## config.mk

```make
export PLATFORM = sky130hd
export DESIGN_NAME = diff_hunk_header_parser
export DESIGN_NICKNAME = d
export VERILOG_FILES = /design/src/hw/rtl/dhhp_pkg.sv /design/src/hw/rtl/diff_hunk_header_parser.sv
export VERILOG_INCLUDE_DIRS = /design/src /design/src/hw/rtl
export SDC_FILE = /design/constraint.sdc
export NUM_CORES = 1
export LEC_CHECK = 0
export BUFFER_PORTS_ARGS = -buffer_cell sky130_fd_sc_hd__buf_2
export CORE_MARGIN = 10
export CORE_UTILIZATION = 25
export DETAILED_ROUTE_END_ITERATION = 8
export GPL_TIMING_DRIVEN = 0
export PLACE_DENSITY = 0.47
export SLEW_MARGIN = 20
export SYNTH_ARGS = -nofsm -noshare
export SYNTH_HDL_FRONTEND = slang
export SYNTH_SLANG_ARGS = --single-unit
```

## constraint.sdc

```tcl
create_clock -name clk_i -period 6.1 [get_ports clk_i]
set_input_delay 0.305 -clock clk_i [delete_from_list [all_inputs] [get_ports clk_i]]
set_output_delay 0.305 -clock clk_i [all_outputs]
set_load 0.005 [all_outputs]
```

## src/hw/rtl/diff_hunk_header_parser_defines.svh

```systemverilog
// ----------------------------------------------------------------------------
// diff hunk header parser assertion macros
// concurrent assertion helpers, sampled on clk_i, off while rst_ni is low
// ----------------------------------------------------------------------------
`ifndef DIFF_HUNK_HEADER_PARSER_DEFINES_SVH
`define DIFF_HUNK_HEADER_PARSER_DEFINES_SVH

// same-cycle implication
`define DHHP_ASSERT_IMP(label, ante, cons) \
  label: assert property (@(posedge clk_i) disable iff (!rst_ni) (ante) |-> (cons)) \
    else $error("dhhp assertion failed");

// next-cycle implication
`define DHHP_ASSERT_NXT(label, ante, cons) \
  label: assert property (@(posedge clk_i) disable iff (!rst_ni) (ante) |=> (cons)) \
    else $error("dhhp assertion failed");

`endif

```

## src/hw/rtl/dhhp_pkg.sv

```systemverilog
// ----------------------------------------------------------------------------
// dhhp_pkg
// types and constants of the normal diff hunk header parser
// ----------------------------------------------------------------------------
package dhhp_pkg;

  localparam int unsigned MAX_HEADER_CHARS = 99;
  localparam int unsigned LINE_BITS        = 31;

  localparam logic [31:0] OUT_MAX = 32'h7FFF_FFFF;

  localparam logic REQ_BYTE  = 1'b0;
  localparam logic REQ_FLUSH = 1'b1;

  localparam logic [7:0] CHAR_LF    = 8'd10;
  localparam logic [7:0] CHAR_CR    = 8'd13;
  localparam logic [7:0] CHAR_NUL   = 8'd0;
  localparam logic [7:0] CHAR_COMMA = 8'h2C;
  localparam logic [7:0] CHAR_ZERO  = 8'h30;
  localparam logic [7:0] CHAR_NINE  = 8'h39;
  localparam logic [7:0] CHAR_A     = 8'h61;
  localparam logic [7:0] CHAR_C     = 8'h63;
  localparam logic [7:0] CHAR_D     = 8'h64;

  // parser phase, one-hot
  typedef enum logic [5:0] {
    PH_S1   = 6'b000001,
    PH_E1   = 6'b000010,
    PH_S2   = 6'b000100,
    PH_E2   = 6'b001000,
    PH_BAD  = 6'b010000,
    PH_HELD = 6'b100000
  } phase_e;

  typedef enum logic [1:0] {
    MODE_A = 2'd0,
    MODE_C = 2'd1,
    MODE_D = 2'd2
  } mode_e;

  typedef enum logic [1:0] {
    KIND_APPEND = 2'd0,
    KIND_CHANGE = 2'd1,
    KIND_DELETE = 2'd2
  } kind_e;

  typedef struct packed {
    logic       req_type;
    logic [7:0] data_byte;
  } req_t;

  typedef struct packed {
    logic [1:0]         mark_kind;
    logic signed [31:0] first_line;
    logic signed [31:0] last_line;
  } mark_t;

endpackage

```

## src/hw/rtl/diff_hunk_header_parser.sv

```systemverilog
// ----------------------------------------------------------------------------
// diff_hunk_header_parser
// on-the-fly parser of normal diff hunk headers into line marks
// ----------------------------------------------------------------------------
// Bytes of normal-format diff output enter one per transfer on the input
// channel. A line whose first byte is a digit is parsed as s1[,e1]{a|c|d}s2[,e2]
// while it streams in; at CR/LF, or on a flush transfer, a well-formed header
// gives one line mark (append, change or delete plus a first/last line) on the
// output channel, chosen and offset by the editing_old_file register. Lines of
// MaxHeaderChars bytes or more, and malformed lines, give nothing. Numbers
// saturate at 2^LineBits-1 and output lines at 2^31-1. The block takes one
// transfer every cycle unless held off; a mark is valid on the output the
// cycle after the byte that ends its line. The per-byte update (digit test,
// saturating multiply-by-ten accumulate, phase step) is combinational logic
// on the parser state, which is what bounds the clock. While a mark waits in
// the output register and the receiver is not ready, the input is held off;
// when that mark makes its transfer, a new byte is taken in the same cycle.
`include "diff_hunk_header_parser_defines.svh"

module diff_hunk_header_parser #(
  parameter int unsigned MaxHeaderChars = dhhp_pkg::MAX_HEADER_CHARS,
  parameter int unsigned LineBits       = dhhp_pkg::LINE_BITS
) (
  input  logic           clk_i,
  input  logic           rst_ni,
  // configuration
  input  logic           cfg_we_i,
  input  logic           cfg_wdata_i,
  // byte stream in
  input  logic           in_valid_i,
  output logic           in_ready_o,
  input  dhhp_pkg::req_t in_data_i,
  // line marks out
  output logic           out_valid_o,
  input  logic           out_ready_i,
  output dhhp_pkg::mark_t out_data_o
);
  import dhhp_pkg::*;

  localparam int unsigned CntW = $clog2(MaxHeaderChars + 1);
  localparam int unsigned AccW = LineBits + 4;
  localparam int unsigned CmpW = (LineBits > 32) ? LineBits : 32;
  localparam logic [LineBits-1:0] LineMax = '1;

  // saturating v*10 + d
  function automatic logic [LineBits-1:0] mac10(logic [LineBits-1:0] v, logic [3:0] d);
    logic [AccW-1:0] p;
    p = (AccW'(v) << 3) + (AccW'(v) << 1) + AccW'(d);
    if (p > AccW'(LineMax)) begin
      return LineMax;
    end
    return p[LineBits-1:0];
  endfunction

  // optional minus one, then clamp to the 32-bit signed output range
  function automatic logic [31:0] line_out(logic [LineBits-1:0] v, logic sub);
    logic [LineBits-1:0] w;
    logic [CmpW-1:0]     wx;
    logic [31:0]         r;
    w  = v - LineBits'(sub);
    wx = CmpW'(w);
    if (sub && (v == '0)) begin
      r = '1;
    end else if (wx > CmpW'(OUT_MAX)) begin
      r = OUT_MAX;
    end else begin
      r = wx[31:0];
    end
    return r;
  endfunction

  // configuration register
  logic editing_old_file_q;

  // parser state
  logic                at_line_head_q, at_line_head_d;
  logic                collecting_q, collecting_d;
  logic [CntW-1:0]     char_count_q, char_count_d;
  phase_e              phase_q, phase_d;
  mode_e               mode_q, mode_d;
  logic [LineBits-1:0] old_start_q, old_start_d;
  logic [LineBits-1:0] old_end_q, old_end_d;
  logic [LineBits-1:0] new_start_q, new_start_d;
  logic [LineBits-1:0] new_end_q, new_end_d;

  // output register
  logic  out_valid_q, out_valid_d;
  mark_t out_data_q, out_data_d;

  logic                in_fire;
  logic [7:0]          c;
  logic                is_eol, is_dig, is_mode;
  mode_e               byte_mode;
  logic [LineBits-1:0] mac_src, mac_res;
  logic [CntW-1:0]     count_inc;
  logic                fin_ok, emit;
  logic [LineBits-1:0] fin_new_end, fin_first, fin_last;
  logic                fin_sub;
  kind_e               fin_kind;
  mark_t               fin_mark;

  // output slot free, or being emptied this cycle
  assign in_ready_o = !out_valid_q || out_ready_i;
  assign in_fire    = in_valid_i && in_ready_o;

  // byte classification
  assign c      = in_data_i.data_byte;
  assign is_eol = (c == CHAR_LF) || (c == CHAR_CR);
  assign is_dig = (c >= CHAR_ZERO) && (c <= CHAR_NINE);

  always_comb begin
    is_mode   = 1'b1;
    byte_mode = MODE_A;
    unique case (c)
      CHAR_A:  byte_mode = MODE_A;
      CHAR_C:  byte_mode = MODE_C;
      CHAR_D:  byte_mode = MODE_D;
      default: is_mode = 1'b0;
    endcase
  end

  // one shared accumulator, fed with the number of the current phase
  always_comb begin
    unique case (phase_q)
      PH_E1:   mac_src = old_end_q;
      PH_S2:   mac_src = new_start_q;
      PH_E2:   mac_src = new_end_q;
      default: mac_src = old_start_q;
    endcase
  end
  assign mac_res = mac10(mac_src, c[3:0]);

  assign count_inc = char_count_q + CntW'(1);

  // mark for the header collected so far; empty second end means e2 = s2
  assign fin_ok      = (phase_q == PH_S2) || (phase_q == PH_E2) || (phase_q == PH_HELD);
  assign fin_new_end = (phase_q == PH_S2) ? new_start_q : new_end_q;

  always_comb begin
    if (editing_old_file_q) begin
      fin_first = old_start_q;
      fin_last  = old_end_q;
      if (mode_q == MODE_A) begin
        fin_kind = KIND_DELETE;
        fin_sub  = 1'b0;
      end else begin
        fin_kind = (mode_q == MODE_C) ? KIND_CHANGE : KIND_APPEND;
        fin_sub  = 1'b1;
      end
    end else begin
      fin_first = new_start_q;
      fin_last  = fin_new_end;
      if (mode_q == MODE_D) begin
        fin_kind = KIND_DELETE;
        fin_sub  = 1'b0;
      end else begin
        fin_kind = (mode_q == MODE_C) ? KIND_CHANGE : KIND_APPEND;
        fin_sub  = 1'b1;
      end
    end
    fin_mark.mark_kind  = fin_kind;
    fin_mark.first_line = $signed(line_out(fin_first, fin_sub));
    fin_mark.last_line  = $signed(line_out(fin_last, fin_sub));
  end

  // parser next state
  always_comb begin
    at_line_head_d = at_line_head_q;
    collecting_d   = collecting_q;
    char_count_d   = char_count_q;
    phase_d        = phase_q;
    mode_d         = mode_q;
    old_start_d    = old_start_q;
    old_end_d      = old_end_q;
    new_start_d    = new_start_q;
    new_end_d      = new_end_q;
    emit           = 1'b0;

    if (in_fire) begin
      if (in_data_i.req_type == REQ_FLUSH) begin
        // end of output: evaluate pending header, back to line head
        emit           = collecting_q && fin_ok;
        at_line_head_d = 1'b1;
        collecting_d   = 1'b0;
        char_count_d   = '0;
        phase_d        = PH_S1;
      end else if (at_line_head_q) begin
        // blank line bytes are skipped, a digit opens a header
        if (!is_eol) begin
          at_line_head_d = 1'b0;
          if (is_dig) begin
            collecting_d = 1'b1;
            char_count_d = CntW'(1);
            phase_d      = PH_S1;
            mode_d       = MODE_A;
            old_start_d  = LineBits'(c[3:0]);
            old_end_d    = '0;
            new_start_d  = '0;
            new_end_d    = '0;
          end
        end
      end else if (is_eol) begin
        emit           = collecting_q && fin_ok;
        at_line_head_d = 1'b1;
        collecting_d   = 1'b0;
        char_count_d   = '0;
        phase_d        = PH_S1;
      end else if (collecting_q) begin
        if (c == CHAR_NUL) begin
          // nul ends the header text
          if (phase_q == PH_S2) begin
            new_end_d = new_start_q;
            phase_d   = PH_HELD;
          end else if (phase_q == PH_E2) begin
            phase_d = PH_HELD;
          end else if (phase_q != PH_HELD) begin
            phase_d = PH_BAD;
          end
        end else begin
          unique case (phase_q)
            PH_S1: begin
              if (c == CHAR_COMMA) begin
                old_end_d = '0;
                phase_d   = PH_E1;
              end else if (is_mode) begin
                old_end_d   = old_start_q;
                mode_d      = byte_mode;
                new_start_d = '0;
                phase_d     = PH_S2;
              end else if (is_dig) begin
                old_start_d = mac_res;
              end else begin
                phase_d = PH_BAD;
              end
            end
            PH_E1: begin
              if (is_mode) begin
                mode_d      = byte_mode;
                new_start_d = '0;
                phase_d     = PH_S2;
              end else if (is_dig) begin
                old_end_d = mac_res;
              end else begin
                phase_d = PH_BAD;
              end
            end
            PH_S2: begin
              if (c == CHAR_COMMA) begin
                new_end_d = '0;
                phase_d   = PH_E2;
              end else if (is_dig) begin
                new_start_d = mac_res;
              end else begin
                phase_d = PH_BAD;
              end
            end
            PH_E2: begin
              if (is_dig) begin
                new_end_d = mac_res;
              end else begin
                phase_d = PH_BAD;
              end
            end
            PH_HELD: begin
              phase_d = PH_HELD;
            end
            default: begin
              phase_d = PH_BAD;
            end
          endcase
        end

        // length limit: drop the line, rest of it ignored
        if (count_inc >= CntW'(MaxHeaderChars)) begin
          collecting_d = 1'b0;
          char_count_d = '0;
          phase_d      = PH_S1;
        end else begin
          char_count_d = count_inc;
        end
      end
    end
  end

  // output register next state
  always_comb begin
    out_valid_d = out_valid_q;
    out_data_d  = out_data_q;
    if (in_fire && emit) begin
      out_valid_d = 1'b1;
      out_data_d  = fin_mark;
    end else if (out_ready_i) begin
      out_valid_d = 1'b0;
    end
  end

  always_ff @(posedge clk_i or negedge rst_ni) begin
    if (!rst_ni) begin
      editing_old_file_q <= 1'b0;
      at_line_head_q     <= 1'b1;
      collecting_q       <= 1'b0;
      char_count_q       <= '0;
      phase_q            <= PH_S1;
      mode_q             <= MODE_A;
      old_start_q        <= '0;
      old_end_q          <= '0;
      new_start_q        <= '0;
      new_end_q          <= '0;
      out_valid_q        <= 1'b0;
    end else begin
      if (cfg_we_i) begin
        editing_old_file_q <= cfg_wdata_i;
      end
      at_line_head_q <= at_line_head_d;
      collecting_q   <= collecting_d;
      char_count_q   <= char_count_d;
      phase_q        <= phase_d;
      mode_q         <= mode_d;
      old_start_q    <= old_start_d;
      old_end_q      <= old_end_d;
      new_start_q    <= new_start_d;
      new_end_q      <= new_end_d;
      out_valid_q    <= out_valid_d;
    end
  end

  always_ff @(posedge clk_i) begin
    out_data_q <= out_data_d;
  end

  assign out_valid_o = out_valid_q;
  assign out_data_o  = out_data_q;

  // a header is only ever collected past the line head
  `DHHP_ASSERT_IMP(a_collect_not_head, collecting_q, !at_line_head_q)
  // collected length stays within the limit
  `DHHP_ASSERT_IMP(a_count_range, collecting_q,
                   (char_count_q != '0) && (char_count_q < CntW'(MaxHeaderChars)))
  // a finished header shows up on the output in the next cycle
  `DHHP_ASSERT_NXT(a_mark_lands, in_fire && emit,
                   out_valid_o && (out_data_o == $past(fin_mark)))

endmodule
```

==> flow_summary_export.csv <==
group,metric,value,unit
clocking,root_buffer,"clkbuf_16",
min_path,min_path_cells,2,
clocking,cts_tree,"yes",
cells_and_area,area_growth_syn_to_layout,20.4,%
yosys,synthDistinctLibCells,82,
yosys,syn-num-nets,1655,
setup_path,critical_path_class,"reg2reg",
setup_path,worst-r2r-cell-count,20,
clocking,cts_buffer_depth,3,
min_path,hold_start,"cfg_we_i",
drt,first_pass_iters,6,
cells_and_area,fillers,5871,
cells_and_area,drive_gt1_frac,0.136,
timing,setup_viol,0,
min_path,hp-class,"in2reg",
clocking,cts_num_sinks,209,
floorplanning,coreArea,55100,µm²
setup_path,cp_cell_sequence,"nor4_4 -> buf_4 -> and2_2 -> buf_4 -> clkbuf_4 -> a22oi_1 -> nand3_1 -> ha_1 -> ha_1 -> inv_1 -> fa_1 -> nand2b_1 -> a21oi_2 -> o211ai_1 -> a2111oi_4 -> a211oi_2 -> xnor2_2 -> clkbuf_4 -> nor4b_2 -> o21ai_0",
floorplanning,placementRows,86,
drt,drt_iter0_drc,1152,
clocking,clkSlewWorstSetupHoldPaths,60,ps
timing,finalHoldViolations,0,
yosys,synthFlopType,"dfrtp_1",
setup_path,start_kind,"flop",
setup_path,critPathLaunch,"phase_q[4]",
drt,routedWlPerCell,22.2,µm
drt,drt_wl_total,54.3,mm
cells_and_area,n_antenna_cell,0,
place,gp_congestion,0.932,
drt,vias_per_cell,5.40,
timing,hold_ws,11.2,ps
setup_path,cp.required,6520,ps
place,dp_hpwl,41.9,mm
place,placed_cell_area,15400,µm²
floorplanning,die_area,65600,µm²
yosys,synthCells,1571,
floorplanning,pin_count,83,
drt,vias,13239,
floorplanning,die_h,256,µm
setup_path,cpPeakStageDelay,540,ps
power_and_ir_drop,peakVddDrop,0.210,mV
global_routing,grt_usage,0.160,
timing,clock-skew-final,45.8,ps
run,max_cap_viol_count,0,
global_routing,grt_first_pass_wirelength,82.5,mm
cells_and_area,final_nets,1769,
clocking,clkLatencyLatePin,570,ps
yosys,synthesis.area,13900,µm²
floorplanning,die_w,256,µm
clocking,cts_made_buffers,25,
yosys,synth-seq-area-share,0.399,
timing,max_slew.worst_pin.slew,1160,ps
drt,ant_nets,0,
place,port-buffer-count,82,
yosys,synth-seq-cells,209,
global_routing,grt_max_degree,85,
timing,clock.fmax,169,MHz
timing,timing.slew.headroom,0.224,
cells_and_area,final_cells,2452,
power_and_ir_drop,p_leak,7.05,nW
power_and_ir_drop,fin_total_pwr,3.63,mW
setup_path,endpoint_kind,"flop",
yosys,async_reset_ff_frac,0.684,
global_routing,grt_pass1_vias,13031,
global_routing,grt_antenna_before_repair,0,
drt,drcViolationCount,0,
outcome,status,"completed",
place,dp_cells,2407,
setup_path,reg2reg_from,"phase_q[4]",
timing,min_period,5910,ps
global_routing,overflow,0,
setup_path,arrival,6330,ps
floorplanning,initial_core_util,0.253,
yosys,syn_avg_cell_area,8.87,µm²
setup_path,worstPathMaxFanout,10,
power_and_ir_drop,power.density,216,nW/µm²
yosys,synth_edf_count,66,
cells_and_area,design_area,16800,µm²
clocking,htreeDepth,1,
yosys,yosys_warnings,0,
setup_path,cp_slowest_cell,"a2111oi_4",
timing,slew_viol_final,0,
timing,fin_crit_sh,0.969,
timing,rsz0062_at_grt,"yes",
-- path summary, 6_finish.rpt --
check | end | slack, ps
max | old_end_q[3] | 190
min | editing_old_file_q | 10
max reg2reg | old_end_q[3] | 190
min reg2reg | new_end_q[15] | 520
max in group asynchronous | new_end_q[22] | 4940
min in group asynchronous | char_count_q[1] | 260
-- synthesized netlist by cell type, types with 4 or more instances --
cell	number	area, µm²
nor3b_1	13	97.6
nand3_1	52	260
buf_2	12	60.1
o22ai_1	5	31.3
o211ai_1	11	82.6
a22oi_1	59	443
and3_1	11	68.8
a31oi_1	31	194
or2_2	5	31.3
or3_1	12	75.1
o31ai_1	4	30.0
nor4b_1	5	43.8
o21ai_1	16	80.1
nor4_1	44	275
nor2b_1	9	56.3
a32oi_1	18	158
a211oi_1	5	37.5
and2_1	9	56.3
nand2b_1	23	144
a2bb2oi_1	13	114
nor3_1	45	225
xnor2_1	49	429
inv_1	21	78.8
dfrtp_1	141	3530
buf_1	6	22.5
a22o_1	13	114
xor2_1	28	245
a31o_2	4	35.0
mux2_2	6	67.6
ha_1	67	838
nand2_1	201	754
o2111ai_1	6	52.6
a221o_1	16	160
o21ai_0	184	921
a21o_1	12	90.1
nand4_1	14	87.6
nor2_1	88	330
clkbuf_1	82	308
edfxtp_1	66	1980
a21oi_1	65	325
mux2i_1	29	290
-- routing by layer --
metal	global-route usage	vias to the layer above	part of all wire	routed length (µm)
li1	-	6152	-	-
met1	0.200	6460	0.42	22900
met2	0.267	518	0.47	25400
met3	0.0284	109	0.071	3870
met4	0.0650	0	0.039	2130
met5	0	-	0	0
-- area by class of cell --
type                            count  area, µm²  area share
Tap cell                          748        936      0.0558
Clock inverter                     12        123     0.00731
Multi-Input combinational cell   1236       8370       0.499
Clock buffer                       34        699      0.0417
Inverter                           23       86.3     0.00515
Buffer                            100        472      0.0281
Sequential cell                   209       5560       0.332
Timing Repair Buffer               90        529      0.0315
-- critical path, delay by kind of cell, from the launching register on --
kind | cells | cell delay (ps)
buffers and inverters | 5 | 1260
XOR/XNOR | 1 | 220
adder cells (fa/ha/maj) | 3 | 770
AND/OR/NAND/NOR | 5 | 1600
flip-flops | 1 | 440
AO/OA/AOI/OAI | 6 | 1450
-- cells in the final DEF, fill, tap and decap left out, drive strengths merged, types with 23 or more instances in the layout --
cell	netlist	layout
buf	21	111
mux2i	29	29
xor2	28	28
o21ai	200	200
xnor2	49	49
inv	22	24
nand2	201	201
a22oi	59	59
clkbuf	82	112
nand3	52	52
nand2b	23	23
nor2	88	88
dfrtp	141	141
a31oi	31	31
ha	67	67
nor3	46	46
edfxtp	66	66
a21oi	65	65
nor4	48	48
-- cells by family (layout without fill, tap and decap cells) --
kind of cell | count (synthesis) | count (layout) | synth area share
AND/OR/NAND/NOR | 553 | 553 | 0.196
AO/OA/AOI/OAI | 501 | 501 | 0.231
flip-flops | 209 | 209 | 0.399
buffers and inverters | 126 | 259 | 0.0364
XOR/XNOR | 77 | 77 | 0.0484
adder cells (fa/ha/maj) | 69 | 69 | 0.0630
multiplexers | 36 | 36 | 0.0265
-- per-stage QoR --
| step | setup TNS, ps | setup slack [ps] | utilization |
|---|---|---|---|
| floorplan | 0 | 740 | - |
| global placement | -267020 | -2220 | 0.277 |
| detailed placement | -260970 | -2350 | 0.280 |
| CTS | 0 | 13.7 | 0.303 |
| global route | -10.1 | -6.02 | 0.305 |
| finish | 0 | 191 | 0.305 |
-- power breakdown --
group	internal [mW]	switching, mW	total [mW]
registers	1.47	0.0311	1.51
logic	0.203	0.393	0.595
clock network	0.888	0.640	1.53
-- sequential cells by signal (all words and copies together), names as in the netlist, 2 cells and up --
name,count
new_start_q,31
out_data_o,66
phase_q,6
old_end_q,31
new_end_q,31
mode_q,2
char_count_q,7
old_start_q,31
-- timing repair --
| item | 4_1_cts | 5_1_grt |
|---|---|---|
| hold buffers | 1 | 0 |
| setup endpoints to repair | 126 | 124 |
| buffers inserted | 0 | 1 |
| pin swaps | 4 | 16 |
| hold endpoints to repair | 57 | 0 |
| resized for setup | 83 | 32 |
No activity file was read; power rests on OpenSTA's default activity.
